===== src/rtl/core/lmcd_pkg.sv =====
`default_nettype none
package lmcd_pkg;

  // Pixel layout: blue 23..16, green 15..8, red 7..0; one byte is one digit
  localparam int PIX_W      = 24;
  localparam int DIGIT_W    = 8;
  localparam int GAIN_W     = 6;
  localparam int CFG_ADDR_W = 4;
  localparam int CFG_DATA_W = 32;

  localparam logic [3:0] DATA_WORD_BITS = 4'd8;
  localparam logic [3:0] GAIN_WORD_BITS = 4'd6;
  localparam logic [3:0] NO_WORD_BITS   = 4'd0;

  // Eight rows (or gain groups) of three digits per run
  localparam logic [2:0] LAST_ROW   = 3'd7;
  localparam logic [1:0] LAST_DIGIT = 2'd2;
  localparam logic [2:0] ROW_STEP   = 3'd2;

  localparam logic KIND_SHIFT = 1'b0;
  localparam logic KIND_LINE  = 1'b1;

  localparam logic [1:0] REG_GAIN_FIRST  = 2'd0;
  localparam logic [1:0] REG_GAIN_SECOND = 2'd1;
  localparam logic [1:0] REG_GAIN_THIRD  = 2'd2;

  typedef enum logic [1:0] {
    FUNC_PIXEL = 2'd0,
    FUNC_SEND  = 2'd1,
    FUNC_INIT  = 2'd2,
    FUNC_LINE  = 2'd3
  } func_t;

  typedef struct packed {
    logic       rd_en;
    logic [2:0] rd_row;
    logic       ld_pixel;
    logic       ld_gain;
    logic       shift;
    logic       push;
    logic       first;
    logic       last;
    func_t      mode;
  } lmcd_seq_t;

  typedef struct packed {
    logic       kind;
    logic [7:0] shift_word;
    logic [3:0] word_bits;
    logic       latch_before;
    logic       latch_after;
    logic       chip_reset_pulse;
    logic       bank_select;
    logic [7:0] line_onehot;
    logic       last;
  } lmcd_result_t;

endpackage
`default_nettype wire


===== src/rtl/core/lmcd_in_if.sv =====
`default_nettype none
interface lmcd_in_if;
  logic       valid;
  logic       ready;
  logic [1:0] func;
  logic [2:0] column;
  logic [2:0] row;
  logic [7:0] red;
  logic [7:0] green;
  logic [7:0] blue;
  logic       line_enable;

  modport source (
    output valid, func, column, row, red, green, blue, line_enable,
    input  ready
  );
  modport sink (
    input  valid, func, column, row, red, green, blue, line_enable,
    output ready
  );
endinterface
`default_nettype wire


===== src/rtl/core/lmcd_out_if.sv =====
`default_nettype none
interface lmcd_out_if;
  logic       valid;
  logic       ready;
  logic       kind;
  logic [7:0] shift_word;
  logic [3:0] word_bits;
  logic       latch_before;
  logic       latch_after;
  logic       chip_reset_pulse;
  logic       bank_select;
  logic [7:0] line_onehot;
  logic       last;

  modport source (
    output valid, kind, shift_word, word_bits, latch_before, latch_after,
           chip_reset_pulse, bank_select, line_onehot, last,
    input  ready
  );
  modport sink (
    input  valid, kind, shift_word, word_bits, latch_before, latch_after,
           chip_reset_pulse, bank_select, line_onehot, last,
    output ready
  );
endinterface
`default_nettype wire


===== src/rtl/core/lmcd_ram.sv =====
`default_nettype none
module lmcd_ram #(
  parameter int WIDTH = 24,
  parameter int DEPTH = 64
) (
  input  logic                     clk,
  input  logic                     we,
  input  logic [$clog2(DEPTH)-1:0] waddr,
  input  logic [WIDTH-1:0]         wdata,
  input  logic                     re,
  input  logic [$clog2(DEPTH)-1:0] raddr,
  output logic [WIDTH-1:0]         rdata
);

  logic [WIDTH-1:0] mem_r [DEPTH];
  logic [WIDTH-1:0] rdata_r;

  always_ff @(posedge clk) begin
    if (we) begin
      mem_r[waddr] <= wdata;
    end
    if (re) begin
      rdata_r <= mem_r[raddr];
    end
  end

  assign rdata = rdata_r;

endmodule
`default_nettype wire


===== src/rtl/core/lmcd_digit_shift.sv =====
`default_nettype none
module lmcd_digit_shift (
  input  logic                        clk,
  input  logic                        load,
  input  logic [lmcd_pkg::PIX_W-1:0]  load_value,
  input  logic                        shift,
  output logic [lmcd_pkg::DIGIT_W-1:0] digit
);
  import lmcd_pkg::*;

  logic [PIX_W-1:0] sh_r;
  logic [PIX_W-1:0] sh_nxt;

  // Advance one byte per emitted word; reload at the end of a row
  always_comb begin
    sh_nxt = sh_r;
    priority if (load) begin
      sh_nxt = load_value;
    end else if (shift) begin
      sh_nxt = {sh_r[PIX_W-DIGIT_W-1:0], {DIGIT_W{1'b0}}};
    end
  end

  always_ff @(posedge clk) begin
    sh_r <= sh_nxt;
  end

  assign digit = sh_r[PIX_W-1 -: DIGIT_W];

endmodule
`default_nettype wire


===== src/rtl/core/lmcd_seq.sv =====
`default_nettype none
module lmcd_seq (
  input  logic                clk,
  input  logic                rst_n,
  input  logic                start,
  input  lmcd_pkg::func_t     func,
  input  logic                slot_free,
  output logic                idle,
  output lmcd_pkg::lmcd_seq_t ctrl
);
  import lmcd_pkg::*;

  typedef enum logic [2:0] {
    ST_IDLE  = 3'b001,
    ST_FETCH = 3'b010,
    ST_EMIT  = 3'b100
  } lmcd_state_t;

  lmcd_state_t state_r, state_nxt;
  func_t       mode_r, mode_nxt;
  logic [2:0]  row_r, row_nxt;
  logic [1:0]  digit_r, digit_nxt;

  always_comb begin
    state_nxt     = state_r;
    mode_nxt      = mode_r;
    row_nxt       = row_r;
    digit_nxt     = digit_r;
    ctrl          = '0;
    ctrl.mode     = mode_r;
    unique case (state_r)
      ST_IDLE: begin
        if (start) begin
          mode_nxt  = func;
          row_nxt   = '0;
          digit_nxt = '0;
          unique case (func)
            FUNC_SEND: begin
              ctrl.rd_en  = 1'b1;
              ctrl.rd_row = '0;
              state_nxt   = ST_FETCH;
            end
            FUNC_INIT: begin
              ctrl.ld_gain = 1'b1;
              state_nxt    = ST_EMIT;
            end
            FUNC_LINE: begin
              state_nxt = ST_EMIT;
            end
            FUNC_PIXEL: begin
              state_nxt = ST_IDLE;
            end
          endcase
        end
      end
      ST_FETCH: begin
        // Row 0 is in the read register; prefetch row 1
        ctrl.ld_pixel = 1'b1;
        ctrl.rd_en    = 1'b1;
        ctrl.rd_row   = 3'd1;
        state_nxt     = ST_EMIT;
      end
      ST_EMIT: begin
        if (slot_free) begin
          ctrl.push  = 1'b1;
          ctrl.first = (row_r == '0) && (digit_r == '0);
          ctrl.last  = (mode_r == FUNC_LINE) ||
                       ((row_r == LAST_ROW) && (digit_r == LAST_DIGIT));
          if (ctrl.last) begin
            state_nxt = ST_IDLE;
          end else if (digit_r == LAST_DIGIT) begin
            digit_nxt = '0;
            row_nxt   = row_r + 3'd1;
            if (mode_r == FUNC_SEND) begin
              ctrl.ld_pixel = 1'b1;
              ctrl.rd_en    = (row_r < (LAST_ROW - 3'd1));
              ctrl.rd_row   = row_r + ROW_STEP;
            end else begin
              ctrl.ld_gain = 1'b1;
            end
          end else begin
            digit_nxt  = digit_r + 2'd1;
            ctrl.shift = 1'b1;
          end
        end
      end
      default: begin
        state_nxt = ST_IDLE;
      end
    endcase
  end

  always_ff @(posedge clk) begin
    if (!rst_n) begin
      state_r <= ST_IDLE;
      mode_r  <= FUNC_PIXEL;
      row_r   <= '0;
      digit_r <= '0;
    end else begin
      state_r <= state_nxt;
      mode_r  <= mode_nxt;
      row_r   <= row_nxt;
      digit_r <= digit_nxt;
    end
  end

  assign idle = (state_r == ST_IDLE);

endmodule
`default_nettype wire


===== src/rtl/core/led_matrix_column_driver_top.sv =====
`default_nettype none
// 8x8 RGB LED matrix column driver.
// Input channel in_ch carries one command per transaction: pixel write, column
// send, brightness init or line select. Result channel out_ch carries the words
// to shift out on the driver's data pin plus latch, chip reset, bank select and
// line levels; last marks the final word of a command. Gains are written over
// the APB port (byte address 0, 4, 8); the user must write them only while the
// block is idle, which the block itself does not enforce. Words per command:
//   pixel write    none
//   column send    24: accept, one frame store fetch, then one word a cycle
//                  out of a 24-bit byte shift register (receiver always ready)
//   brightness     24, same shift register
//   line select    one
// One command is in work at a time; the next is taken as soon as the last word
// sits in the output register, even if the receiver has not yet taken it.
// A stalled receiver holds the output register and freezes the word sequence.
// Reset clears the frame store valid bits (all pixels read as zero at once,
// no clearing pass), bank select and active line, and sets all gains to 63.
module led_matrix_column_driver_top #(
  parameter int MATRIX_SIZE = 8
) (
  input  logic                            clk,
  input  logic                            rst_n,
  lmcd_in_if.sink                         in_ch,
  lmcd_out_if.source                      out_ch,
  input  logic                            psel,
  input  logic                            penable,
  input  logic                            pwrite,
  input  logic [lmcd_pkg::CFG_ADDR_W-1:0] paddr,
  input  logic [lmcd_pkg::CFG_DATA_W-1:0] pwdata,
  output logic [lmcd_pkg::CFG_DATA_W-1:0] prdata,
  output logic                            pready
);
  import lmcd_pkg::*;

  localparam int DEPTH = MATRIX_SIZE * MATRIX_SIZE;
  localparam int AW    = $clog2(DEPTH);

  // Configuration registers
  logic [GAIN_W-1:0] gain_first_r, gain_second_r, gain_third_r;
  logic              cfg_wr;

  // Block state
  logic             bank_r;
  logic [7:0]       line_r;
  logic [2:0]       col_r;
  logic [2:0]       col_sel;
  logic [DEPTH-1:0] valid_r;
  logic             px_ok_r;

  // Handshake and sequencing
  logic         in_ready;
  logic         in_acc;
  logic         start;
  func_t        in_func;
  lmcd_seq_t    seq;
  logic         slot_free;
  logic         out_valid_r;
  lmcd_result_t out_res_r;
  lmcd_result_t res_nxt;

  // Frame store access
  logic              wr_en;
  logic [AW-1:0]     wr_addr;
  logic [AW-1:0]     rd_addr;
  logic              rd_in_range;
  logic [PIX_W-1:0]  ram_rdata;
  logic [PIX_W-1:0]  pixel;
  logic [PIX_W-1:0]  load_value;
  logic [DIGIT_W-1:0] digit;
  logic [7:0]        line_nxt;

  // ---------------------------------------------------------------------------
  // APB configuration: writes complete in the access phase, reads are direct
  // ---------------------------------------------------------------------------
  assign pready = 1'b1;
  assign cfg_wr = psel && penable && pwrite;

  always_ff @(posedge clk) begin
    if (!rst_n) begin
      gain_first_r  <= '1;
      gain_second_r <= '1;
      gain_third_r  <= '1;
    end else if (cfg_wr) begin
      unique case (paddr[3:2])
        REG_GAIN_FIRST:  gain_first_r  <= pwdata[GAIN_W-1:0];
        REG_GAIN_SECOND: gain_second_r <= pwdata[GAIN_W-1:0];
        REG_GAIN_THIRD:  gain_third_r  <= pwdata[GAIN_W-1:0];
        default: begin
        end
      endcase
    end
  end

  always_comb begin
    unique case (paddr[3:2])
      REG_GAIN_FIRST:  prdata = CFG_DATA_W'(gain_first_r);
      REG_GAIN_SECOND: prdata = CFG_DATA_W'(gain_second_r);
      REG_GAIN_THIRD:  prdata = CFG_DATA_W'(gain_third_r);
      default:         prdata = '0;
    endcase
  end

  // ---------------------------------------------------------------------------
  // Input side: take a command only while the sequencer is idle
  // ---------------------------------------------------------------------------
  assign in_ch.ready = in_ready;
  assign in_acc      = in_ch.valid && in_ready;
  assign in_func     = func_t'(in_ch.func);
  assign start       = in_acc && (in_func != FUNC_PIXEL);

  // Pixel writes outside the matrix are dropped
  assign wr_en   = in_acc && (in_func == FUNC_PIXEL) &&
                   (int'(in_ch.column) < MATRIX_SIZE) && (int'(in_ch.row) < MATRIX_SIZE);
  assign wr_addr = AW'(in_ch.column) * AW'(MATRIX_SIZE) + AW'(in_ch.row);

  // A closed line, or a column outside the matrix, turns all lines off
  assign line_nxt = (in_ch.line_enable && (int'(in_ch.column) < MATRIX_SIZE)) ?
                    (8'b1 << in_ch.column) : 8'h00;

  always_ff @(posedge clk) begin
    if (!rst_n) begin
      bank_r  <= 1'b0;
      line_r  <= '0;
      valid_r <= '0;
    end else begin
      if (wr_en) begin
        valid_r[wr_addr] <= 1'b1;
      end
      if (in_acc && (in_func == FUNC_INIT)) begin
        bank_r <= 1'b1;
        line_r <= '0;
      end
      if (in_acc && (in_func == FUNC_LINE)) begin
        line_r <= line_nxt;
      end
    end
  end

  // Hold the column of the command for the whole send
  always_ff @(posedge clk) begin
    if (in_acc) begin
      col_r <= in_ch.column;
    end
  end

  // Row 0 is fetched in the accepting cycle, before col_r has the new column
  assign col_sel = in_acc ? in_ch.column : col_r;

  // ---------------------------------------------------------------------------
  // Sequencer (send): fetch a row, emit 3 bytes, reload from the prefetched row
  // ---------------------------------------------------------------------------
  lmcd_seq u_seq (
    .clk       (clk),
    .rst_n     (rst_n),
    .start     (start),
    .func      (in_func),
    .slot_free (slot_free),
    .idle      (in_ready),
    .ctrl      (seq)
  );

  // ---------------------------------------------------------------------------
  // Frame store: rows beyond the matrix and unwritten pixels read as zero
  // ---------------------------------------------------------------------------
  assign rd_addr     = AW'(col_sel) * AW'(MATRIX_SIZE) + AW'(seq.rd_row);
  assign rd_in_range = (int'(col_sel) < MATRIX_SIZE) && (int'(seq.rd_row) < MATRIX_SIZE);

  lmcd_ram #(
    .WIDTH (PIX_W),
    .DEPTH (DEPTH)
  ) u_frame_store (
    .clk   (clk),
    .we    (wr_en),
    .waddr (wr_addr),
    .wdata ({in_ch.blue, in_ch.green, in_ch.red}),
    .re    (seq.rd_en),
    .raddr (rd_addr),
    .rdata (ram_rdata)
  );

  // Track whether the registered read data is a real pixel
  always_ff @(posedge clk) begin
    if (seq.rd_en) begin
      px_ok_r <= rd_in_range && valid_r[rd_addr];
    end
  end

  assign pixel = px_ok_r ? ram_rdata : '0;

  // Gains go out as bytes with the top two bits clear
  assign load_value = seq.ld_gain ?
                      {2'b00, gain_first_r, 2'b00, gain_second_r, 2'b00, gain_third_r} :
                      pixel;

  lmcd_digit_shift u_shift (
    .clk        (clk),
    .load       (seq.ld_pixel || seq.ld_gain),
    .load_value (load_value),
    .shift      (seq.shift),
    .digit      (digit)
  );

  // ---------------------------------------------------------------------------
  // Output register: parts the sequencer from the receiver
  // ---------------------------------------------------------------------------
  assign slot_free = !out_valid_r || out_ch.ready;

  always_comb begin
    res_nxt                  = '0;
    res_nxt.bank_select      = bank_r;
    res_nxt.line_onehot      = line_r;
    res_nxt.last             = seq.last;
    unique case (seq.mode)
      FUNC_SEND: begin
        res_nxt.kind         = KIND_SHIFT;
        res_nxt.shift_word   = digit;
        res_nxt.word_bits    = DATA_WORD_BITS;
        res_nxt.latch_before = seq.first;
        res_nxt.latch_after  = seq.last;
      end
      FUNC_INIT: begin
        res_nxt.kind             = KIND_SHIFT;
        res_nxt.shift_word       = digit;
        res_nxt.word_bits        = GAIN_WORD_BITS;
        res_nxt.chip_reset_pulse = seq.first;
      end
      FUNC_LINE: begin
        res_nxt.kind      = KIND_LINE;
        res_nxt.word_bits = NO_WORD_BITS;
      end
      FUNC_PIXEL: begin
        res_nxt.kind = KIND_SHIFT;
      end
    endcase
  end

  always_ff @(posedge clk) begin
    if (!rst_n) begin
      out_valid_r <= 1'b0;
    end else if (seq.push) begin
      out_valid_r <= 1'b1;
    end else if (out_ch.ready) begin
      out_valid_r <= 1'b0;
    end
  end

  always_ff @(posedge clk) begin
    if (seq.push) begin
      out_res_r <= res_nxt;
    end
  end

  assign out_ch.valid            = out_valid_r;
  assign out_ch.kind             = out_res_r.kind;
  assign out_ch.shift_word       = out_res_r.shift_word;
  assign out_ch.word_bits        = out_res_r.word_bits;
  assign out_ch.latch_before     = out_res_r.latch_before;
  assign out_ch.latch_after      = out_res_r.latch_after;
  assign out_ch.chip_reset_pulse = out_res_r.chip_reset_pulse;
  assign out_ch.bank_select      = out_res_r.bank_select;
  assign out_ch.line_onehot      = out_res_r.line_onehot;
  assign out_ch.last             = out_res_r.last;

`ifndef SYNTHESIS
  // A column send always fetches row 0 into the shifter in the next cycle
  a_send_fetch: assert property (@(posedge clk) disable iff (!rst_n)
    (in_acc && (in_func == FUNC_SEND)) |=> seq.ld_pixel)
    else $error("column send did not load row 0");

  // The final word of a command frees the input side in the next cycle
  a_last_frees: assert property (@(posedge clk) disable iff (!rst_n)
    (seq.push && seq.last) |=> in_ch.ready)
    else $error("input not ready after last word");

  // Latch pulses and chip reset never share a word
  a_pulse_excl: assert property (@(posedge clk) disable iff (!rst_n)
    out_valid_r |-> !(out_res_r.chip_reset_pulse &&
                      (out_res_r.latch_before || out_res_r.latch_after)))
    else $error("latch and chip reset on one word");
`endif

endmodule
`default_nettype wire


===== src/flat_wrapper.sv =====
// flat-port wrapper written by rule: the top's interface ports become plain ports
module led_matrix_column_driver_top_flat import lmcd_pkg::*;
#(
  parameter int MATRIX_SIZE = 8
)
  (clk, rst_n, psel, penable, pwrite, paddr, pwdata, prdata, pready, in_ch_valid, in_ch_func, in_ch_column, in_ch_row, in_ch_red, in_ch_green, in_ch_blue, in_ch_line_enable, in_ch_ready, out_ch_valid, out_ch_kind, out_ch_shift_word, out_ch_word_bits, out_ch_latch_before, out_ch_latch_after, out_ch_chip_reset_pulse, out_ch_bank_select, out_ch_line_onehot, out_ch_last, out_ch_ready);
  lmcd_in_if in_ch_i ();
  lmcd_out_if out_ch_i ();
  input  logic clk;
  input  logic rst_n;
  input  logic psel;
  input  logic penable;
  input  logic pwrite;
  input  logic [lmcd_pkg::CFG_ADDR_W-1:0] paddr;
  input  logic [lmcd_pkg::CFG_DATA_W-1:0] pwdata;
  output logic [lmcd_pkg::CFG_DATA_W-1:0] prdata;
  output logic pready;
  input wire logic [$bits(in_ch_i.valid)-1:0] in_ch_valid;
  input wire logic [$bits(in_ch_i.func)-1:0] in_ch_func;
  input wire logic [$bits(in_ch_i.column)-1:0] in_ch_column;
  input wire logic [$bits(in_ch_i.row)-1:0] in_ch_row;
  input wire logic [$bits(in_ch_i.red)-1:0] in_ch_red;
  input wire logic [$bits(in_ch_i.green)-1:0] in_ch_green;
  input wire logic [$bits(in_ch_i.blue)-1:0] in_ch_blue;
  input wire logic [$bits(in_ch_i.line_enable)-1:0] in_ch_line_enable;
  output wire logic [$bits(in_ch_i.ready)-1:0] in_ch_ready;
  output wire logic [$bits(out_ch_i.valid)-1:0] out_ch_valid;
  output wire logic [$bits(out_ch_i.kind)-1:0] out_ch_kind;
  output wire logic [$bits(out_ch_i.shift_word)-1:0] out_ch_shift_word;
  output wire logic [$bits(out_ch_i.word_bits)-1:0] out_ch_word_bits;
  output wire logic [$bits(out_ch_i.latch_before)-1:0] out_ch_latch_before;
  output wire logic [$bits(out_ch_i.latch_after)-1:0] out_ch_latch_after;
  output wire logic [$bits(out_ch_i.chip_reset_pulse)-1:0] out_ch_chip_reset_pulse;
  output wire logic [$bits(out_ch_i.bank_select)-1:0] out_ch_bank_select;
  output wire logic [$bits(out_ch_i.line_onehot)-1:0] out_ch_line_onehot;
  output wire logic [$bits(out_ch_i.last)-1:0] out_ch_last;
  input wire logic [$bits(out_ch_i.ready)-1:0] out_ch_ready;
  assign in_ch_i.valid = in_ch_valid;
  assign in_ch_i.func = in_ch_func;
  assign in_ch_i.column = in_ch_column;
  assign in_ch_i.row = in_ch_row;
  assign in_ch_i.red = in_ch_red;
  assign in_ch_i.green = in_ch_green;
  assign in_ch_i.blue = in_ch_blue;
  assign in_ch_i.line_enable = in_ch_line_enable;
  assign in_ch_ready = in_ch_i.ready;
  assign out_ch_valid = out_ch_i.valid;
  assign out_ch_kind = out_ch_i.kind;
  assign out_ch_shift_word = out_ch_i.shift_word;
  assign out_ch_word_bits = out_ch_i.word_bits;
  assign out_ch_latch_before = out_ch_i.latch_before;
  assign out_ch_latch_after = out_ch_i.latch_after;
  assign out_ch_chip_reset_pulse = out_ch_i.chip_reset_pulse;
  assign out_ch_bank_select = out_ch_i.bank_select;
  assign out_ch_line_onehot = out_ch_i.line_onehot;
  assign out_ch_last = out_ch_i.last;
  assign out_ch_i.ready = out_ch_ready;
  led_matrix_column_driver_top #(.MATRIX_SIZE(MATRIX_SIZE)) u_core (.clk(clk), .rst_n(rst_n), .in_ch(in_ch_i), .out_ch(out_ch_i), .psel(psel), .penable(penable), .pwrite(pwrite), .paddr(paddr), .pwdata(pwdata), .prdata(prdata), .pready(pready));
endmodule

===== config.mk =====
export PLATFORM = sky130hd
export DESIGN_NAME = led_matrix_column_driver_top_flat
export DESIGN_NICKNAME = d
export VERILOG_FILES = /design/src/rtl/core/lmcd_pkg.sv /design/src/rtl/core/lmcd_in_if.sv /design/src/rtl/core/lmcd_out_if.sv /design/src/rtl/core/lmcd_ram.sv /design/src/rtl/core/lmcd_digit_shift.sv /design/src/rtl/core/lmcd_seq.sv /design/src/rtl/core/led_matrix_column_driver_top.sv /design/src/flat_wrapper.sv
export SDC_FILE = /design/constraint.sdc
export NUM_CORES = 2
export LEC_CHECK = 0
export BUFFER_PORTS_ARGS = -buffer_cell sky130_fd_sc_hd__buf_2
export CAP_MARGIN = 20
export CORE_ASPECT_RATIO = 2
export CORE_MARGIN = 2
export CORE_UTILIZATION = 40
export CTS_BUF_LIST = sky130_fd_sc_hd__clkbuf_4 sky130_fd_sc_hd__clkbuf_8
export DETAILED_ROUTE_END_ITERATION = 16
export HOLD_SLACK_MARGIN = 0.12
export PLACE_DENSITY = 0.61
export SLEW_MARGIN = 20
export SYNTH_ARGS = -nofsm -noshare
export SYNTH_HDL_FRONTEND = slang
export SYNTH_SLANG_ARGS = --single-unit

===== constraint.sdc =====
create_clock -name clk -period 9.3 [get_ports clk]
set_input_delay 0.465 -clock clk [delete_from_list [all_inputs] [get_ports clk]]
set_output_delay 0.465 -clock clk [all_outputs]
set_load 0.005 [all_outputs]

# == After elaboration in Yosys (flattened, before gate mapping) ==
# Memories as Yosys holds them, arrays and structs flattened. A register that Yosys moved wholly into a read port is not among the register bits.
# Index checks and enable logic that the tools add are counted.
# totals
ff_bits,156
mem_bits_ro,0
elab_cells,135
mem_count,1
out_inout_bits,61
input_bits,76
ram_bits,1536
latchBits,0
# op_classes
multipliers,0
add_sub_neg,5
shifts,1
n_eq_ne,18
n_reduce_logical,34
n_div,0
magnitude_cmp,4
muxes,48
n_bitwise,1
# mem_list
name,words,word_bits,rd,rd_ports_with_merged_regs,wr,line,source
u_core.u_frame_store.mem_r,64,24,1,1,1,lmcd_ram.sv:15,logic [WIDTH-1:0] mem_r [DEPTH];
# ops
operator,count
$mux W24,4
$or A64 B64 Y64,1
$mux W3,8
$mux W8,3
$pmux W3 S3,2
$pmux W6 S3,1
$lt A6 B7 Y1 const B,2
$add A6 B3 Y6,2
$eq A2 B2 Y1 const B,6
$mux W4,3
$pmux W4 S3,1
$logic_and A1 B1 Y1,10
$mux W1,10
$mux W10,1
$reduce_bool A2 Y1,5
$logic_not A2 Y1,4
$mux W2,4
$ne A2 B2 Y1 const B,4
$pmux W4 S2,1
$reduce_and A2 Y1,4
$shl A1 B3 Y8 const A,1
$mux W7,1
$bmux W1 S6,1
$demux W1 S6,1
23 further kinds,31

# == Depth between registers and ports, before layout ==
# logic_depth
word_depth,9
ltp_mapped,12
mapped_depth_nobuf,9

# == By module ==
# Synthesis repeated with hierarchy kept, for this count alone.
# unflattened
cells_unflattened,3282
area_unflattened_um2,66824.1
# modules_own_cells
module,cells_each,area_per_inst_um2,seq_area_each_um2,n_inst
lmcd_ram,2610,59535.8,46844.9,1
led_matrix_column_driver_top,527,5491.5,2652.5,1
lmcd_digit_shift,60,1101.1,720.7,1
lmcd_seq,85,695.7,200.2,1

# == Worst setup path after synthesis ==
# Ideal clock, no wire load.
# synth_path
path_kind,register to register
from,reg u_core.u_seq.state_r[0]
to,"reg u_core.u_shift.sh_r[0], enable pin"
required_ns,8.810
arrival_time_ns,3.836
synth_period_minus_slack_ns,4.326
setup_time_ns,0.490
path_slack_ns,4.974
n_path_buf,1
stages_incl_launch_ff,5
path_cell_list,dfxtp_1 -> buf_2 -> nor3b_1 -> nand2_1 -> o311ai_0
# synth_between
elab_chain_len,7
elab_cells_between_ends,11
cone_classes,eq/ne (3); mux (4); reduce/logical (4)
# synth_lines
item,line,source
from (decl),lmcd_seq.sv:19,"lmcd_state_t state_r, state_nxt;"
from (signal assigned),lmcd_seq.sv:100,state_r <= state_nxt;
$eq A3 B1 Y1,"lmcd_seq.sv:31, lmcd_seq.sv:107",
$logic_and A1 B1 Y1,led_matrix_column_driver_top.sv:108,assign in_acc = in_ch.valid && in_ready;
$logic_and A1 B1 Y1,led_matrix_column_driver_top.sv:110,assign start = in_acc && (in_func != FUNC_PIXEL);
$mux W1,lmcd_seq.sv:33,if (start) begin
$pmux W1 S2,lmcd_seq.sv:31,unique case (state_r)
$logic_or A1 B1 Y1,led_matrix_column_driver_top.sv:198,".load (seq.ld_pixel || seq.ld_gain),"
$reduce_bool A2 Y1 (no source line) *,n/a,
to (signal assigned),lmcd_digit_shift.sv:25,sh_r <= sh_nxt;
to (decl),lmcd_digit_shift.sv:11,logic [PIX_W-1:0] sh_r;
# Mark *: on every way between the ends. The rest lies on a longest branch, timed or not.
# A chain may end at the register's enable or synchronous reset.

# == Worst setup path after layout ==
# layout_path
from,reg u_core.u_seq.row_r[1]
to,"reg u_core.px_ok_r, data pin"
# layout_between
elab_chain_len,9
elab_cells_between_ends,12
cone_classes,add/sub (2); eq/ne (1); mux (7); reduce/logical (2)
# layout_lines
item,line,source
from (decl),lmcd_seq.sv:21,"logic [2:0] row_r, row_nxt;"
from (signal assigned),lmcd_seq.sv:102,row_r <= row_nxt;
$add A3 B2 Y3 or $eq A3 B3 Y1 (tied branches),"lmcd_seq.sv:77, lmcd_seq.sv:68",
$mux W5 or $logic_and A1 B1 Y1 (tied branches),"lmcd_seq.sv:74, lmcd_seq.sv:68",
$mux W6 or $logic_or A1 B1 Y1 (tied branches),"lmcd_seq.sv:71, lmcd_seq.sv:67",
$mux W7 *,lmcd_seq.sv:69,if (ctrl.last) begin
$mux W10 *,lmcd_seq.sv:64,if (slot_free) begin
$pmux W4 S3 *,lmcd_seq.sv:31,
$add A6 B3 Y6 *,led_matrix_column_driver_top.sv:166,assign rd_addr = AW'(col_sel) * AW'(MATRIX_SIZE) + AW'(seq.rd_row);
$bmux W1 S6 *,led_matrix_column_driver_top.sv:185,px_ok_r <= rd_in_range && valid_r[rd_addr];
$mux W1 (not written as such) *,led_matrix_column_driver_top.sv:185,
to (signal assigned),led_matrix_column_driver_top.sv:185,
to (decl),led_matrix_column_driver_top.sv:49,logic px_ok_r;
# Mark *: on every way between the ends. The rest lies on a longest branch, timed or not. The select of a mux whose other input is x is not followed.

==> reports/metrics.yaml <==
outcome:
  outcome: "finished, final reports clean"
setup_path:
  reg2reg_slack_ns: 3.61
  worst_r2r_startpoint: "u_core.u_seq.row_r[1]"
  required_ns: 10.07
  end_kind: "flop"
  cp.arrival_ns: 6.46
  ff2ff_path_depth: 11
  critPathKind: "flop to flop"
  path_max_fanout: 79
  startpoint_type: "flop"
  rr_endpoint: "u_core.px_ok_r"
sta:
  rsz0062_at_grt: "false"
  max_slew_margin_pct: 23.5
  worst_pin_slew_ns: 1.15
  fin_skew_ns: 0.0543
  timing.fmax_mhz: 176
  period_share_pct: 61.2
  drv_slew: 0
  fin_tns_setup_ns: 0
  setup_viol: 0
  final_hold_viol_count: 0
  period_minus_slack_ns: 5.69
job:
  drv_cap: 0
logic_synthesis:
  synth_common_cells: "edfxtp_1 (1609), nand2_1 (269), nand3_1 (267)"
  yosysSeqAreaShare_pct: 75.5
  synth-seq-cells: 1714
  ys_warn_count: 0
  synth_enable_flop_cells: 1609
  netlist_instances: 3858
  synth.top_cell.area_share_pct: 72.4
  synthDistinctLibCells: 53
  ys_top_cells_by_area: "edfxtp_1 (72%), mux4_2 (6.7%), mux2i_1 (3.2%)"
  yosysMostFrequentCell: "edfxtp_1"
  yosys.area.top_type: "edfxtp_1"
  avgSynthCellArea_um2: 17.3
  async_flop_share_pct: 0
  synth.cell_area_um2: 66700
  ys.flop_type: "edfxtp_1"
grt:
  overflow: 0
  grt_pass1_vias: 38592
  grt_antenna_before_repair: 10
  grt_usage_pct: 21.9
  grt_max_degree: 157
  grt_pass1_wl_um: 268000
route:
  vias: 37651
  first_iter_violations: 3919
  drtAntennaViolNets: 0
  vias_per_cell: 5.88
  routedWlPerCell_um: 29.5
  wirelength_um: 189000
  dr.pass1.iters: 6
  drc_errors: 0
placed_design:
  io_buffers: 80
  gp_congestion: 0.843
  place_area_um2: 70200
  place_hpwl_um: 107000
floorplanning:
  rows: 212
  io_pins: 137
  die-area_um2: 170000
  die_h_um: 582
  fp.dieW_um: 293
  initial_core_util_pct: 40.1
  coreArea_um2: 166000
layout:
  area_growth_pct: 12.3
  drive_gt1_share_pct: 20.6
  stdcell_area_um2: 74900
  fill_cells: 14296
  finalNetCount: 4165
hold_path:
  min_from: "in_ch_red[6]"
  min_path_type: "primary input to flop"
  min_to: "u_core.u_frame_store.mem_r[23][6]"
  min_delay_path_depth: 2
clock_network:
  cts-resized-gates: 0
  cts_tree: "built"
  cts_root_buf: "clkbuf_8"
  worstSkewPairLatency_ns: 0.94
  cts.sinks: 1714
  numCtsBuffers: 223
  cts.reportedPaths.clkPinSlew_ns: 0.07
  cts_max_path_buffers: 4
  h-tree-depth: 4
  cts_setup_buffers: 0
power_and_ir_drop:
  p_leak_nw: 23.3
  p_per_area_nw_per_um2: 199
  vdd_drop_max_mv: 0.121
-- through the flow --
stage | hold WS (ns) | total power (W) | cells | setup slack, ns | util [%]
2_1_floorplan | 0.409 | 0.00894 | 3884 | 4.97 | -
3_3_place_gp | 0.415 | 0.00940 | 5968 | 3.80 | 42.2
3_5_place_dp | 0.423 | 0.00941 | 5968 | 3.72 | 42.2
4_1_cts | 0.150 | 0.0150 | 6391 | 3.71 | 45.0
5_1_grt | 0.203 | 0.0153 | 6393 | 3.60 | 45.0
6_report | 0.214 | 0.0149 | 6400 | 3.61 | 45.1
-- layout make-up --
type | instances | area, um^2 | area share, %
clock inverter | 97 | 699 | 0.933
multi-input combinational | 1867 | 15500 | 20.6
inverter | 11 | 48.8 | 0.0651
timing repair buffer | 263 | 1910 | 2.54
sequential | 1714 | 50400 | 67.3
tap | 2140 | 2680 | 3.57
antenna | 9 | 22.5 | 0.0301
clock buffer | 299 | 3710 | 4.95
-- cells in the final DEF, fill, tap and decap left out, types with 9 or more instances in the layout --
cell           instances
buf_4                152
bufinv_16             11
clkinv_2              28
a21oi_1               91
clkbuf_4              65
nand4_1               77
edfxtp_1            1609
a221o_1               75
clkinv_1              55
nor2_2                67
a32oi_1               96
a31oi_1               17
a22o_1                27
nor2_1                25
diode_2                9
clkbuf_8             234
nand3_1              267
ha_1                   9
nor2_4                 9
nand2_1              268
mux4_2               200
a32o_1                29
dlygate4sd3_1         27
buf_2                 79
a2111o_1              25
o21a_1                66
dfxtp_1              104
o21ai_0              183
inv_1                  9
conb_1                28
nor2b_1               32
mux2i_1              215
-- power breakdown --
| group | total, W | switching, W | internal (W) |
|---|---|---|---|
| Sequential | 0.00847 | 0.0000147 | 0.00846 |
| Clock | 0.00565 | 0.00277 | 0.00289 |
| Combinational | 0.000787 | 0.000596 | 0.000192 |
-- timing repair --
item                       4_1_cts  5_1_grt
hold buffers                    27        0
hold endpoints to repair        59        0
setup endpoints to repair        0        0
-- registers in the layout, summed over array words and instances, names as in the netlist, 2 cells and up --
| name | cells |
|---|---|
| u_core.u_frame_store.mem_r | 1536 |
| u_core.valid_r | 64 |
| u_core.u_frame_store.rdata | 24 |
| u_core.u_shift.sh_r | 24 |
| u_core.line_r | 8 |
| u_core.out_ch.line_onehot | 8 |
| u_core.out_ch.shift_word | 8 |
| u_core.gain_first_r | 6 |
| u_core.gain_second_r | 6 |
| u_core.gain_third_r | 6 |
| u_core.col_r | 3 |
| u_core.u_seq.row_r | 3 |
| u_core.u_seq.state_r | 3 |
| u_core.out_ch.word_bits | 2 |
| u_core.u_seq.digit_r | 2 |
| u_core.u_seq.mode_r | 2 |
-- worst max path at each step --
stage                             from  slack [ns]                        endpoint  cells after the start
2_1_floorplan  u_core.u_seq.state_r[0]        4.97          u_core.u_shift.sh_r[0]                      4
3_3_place_gp     u_core.u_seq.row_r[1]        3.80                  u_core.px_ok_r                     11
3_5_place_dp     u_core.u_seq.row_r[1]        3.72                  u_core.px_ok_r                     11
4_1_cts          u_core.u_seq.row_r[1]        3.71                  u_core.px_ok_r                     11
5_1_grt          u_core.u_seq.row_r[1]        3.60  u_core.u_frame_store.rdata[20]                     11
6_report         u_core.u_seq.row_r[1]        3.61                  u_core.px_ok_r                     11
-- cells by family (layout without fill, tap and decap cells) --
family                   Yosys count  after routing  share of synthesized area [%]
multiplexers                     418            418                           10.0
other                              2             37                         0.0113
AND/OR/NAND/NOR                  787            787                           5.55
buffers and inverters            303            670                           1.97
AO/OA/AOI/OAI                    625            625                           6.73
flip-flops                      1714           1714                           75.5
adder cells (fa/ha/maj)            9              9                          0.169
-- layer usage --
| metal | vias to the layer above | part of all wire [%] | global-route usage [%] |
|---|---|---|---|
| met5 | - | 0.024 | 0 |
| met4 | 6 | 6.9 | 13.8 |
| met3 | 465 | 6.0 | 3.11 |
| met2 | 1637 | 54 | 40.6 |
| met1 | 19598 | 34 | 23.1 |
| li1 | 15945 | - | - |
-- critical path: stages (launching register included) --
cell      delay, ns
dfxtp_4        0.56
ha_1           0.33
ha_1           0.21
or4b_1         0.67
nor2_4         0.14
buf_4          0.48
and2_4         0.64
buf_12         0.46
mux2i_1        0.16
a221o_1        0.45
a21oi_1        0.93
a2111o_1       0.29
(Power assumes the default switching activity.)
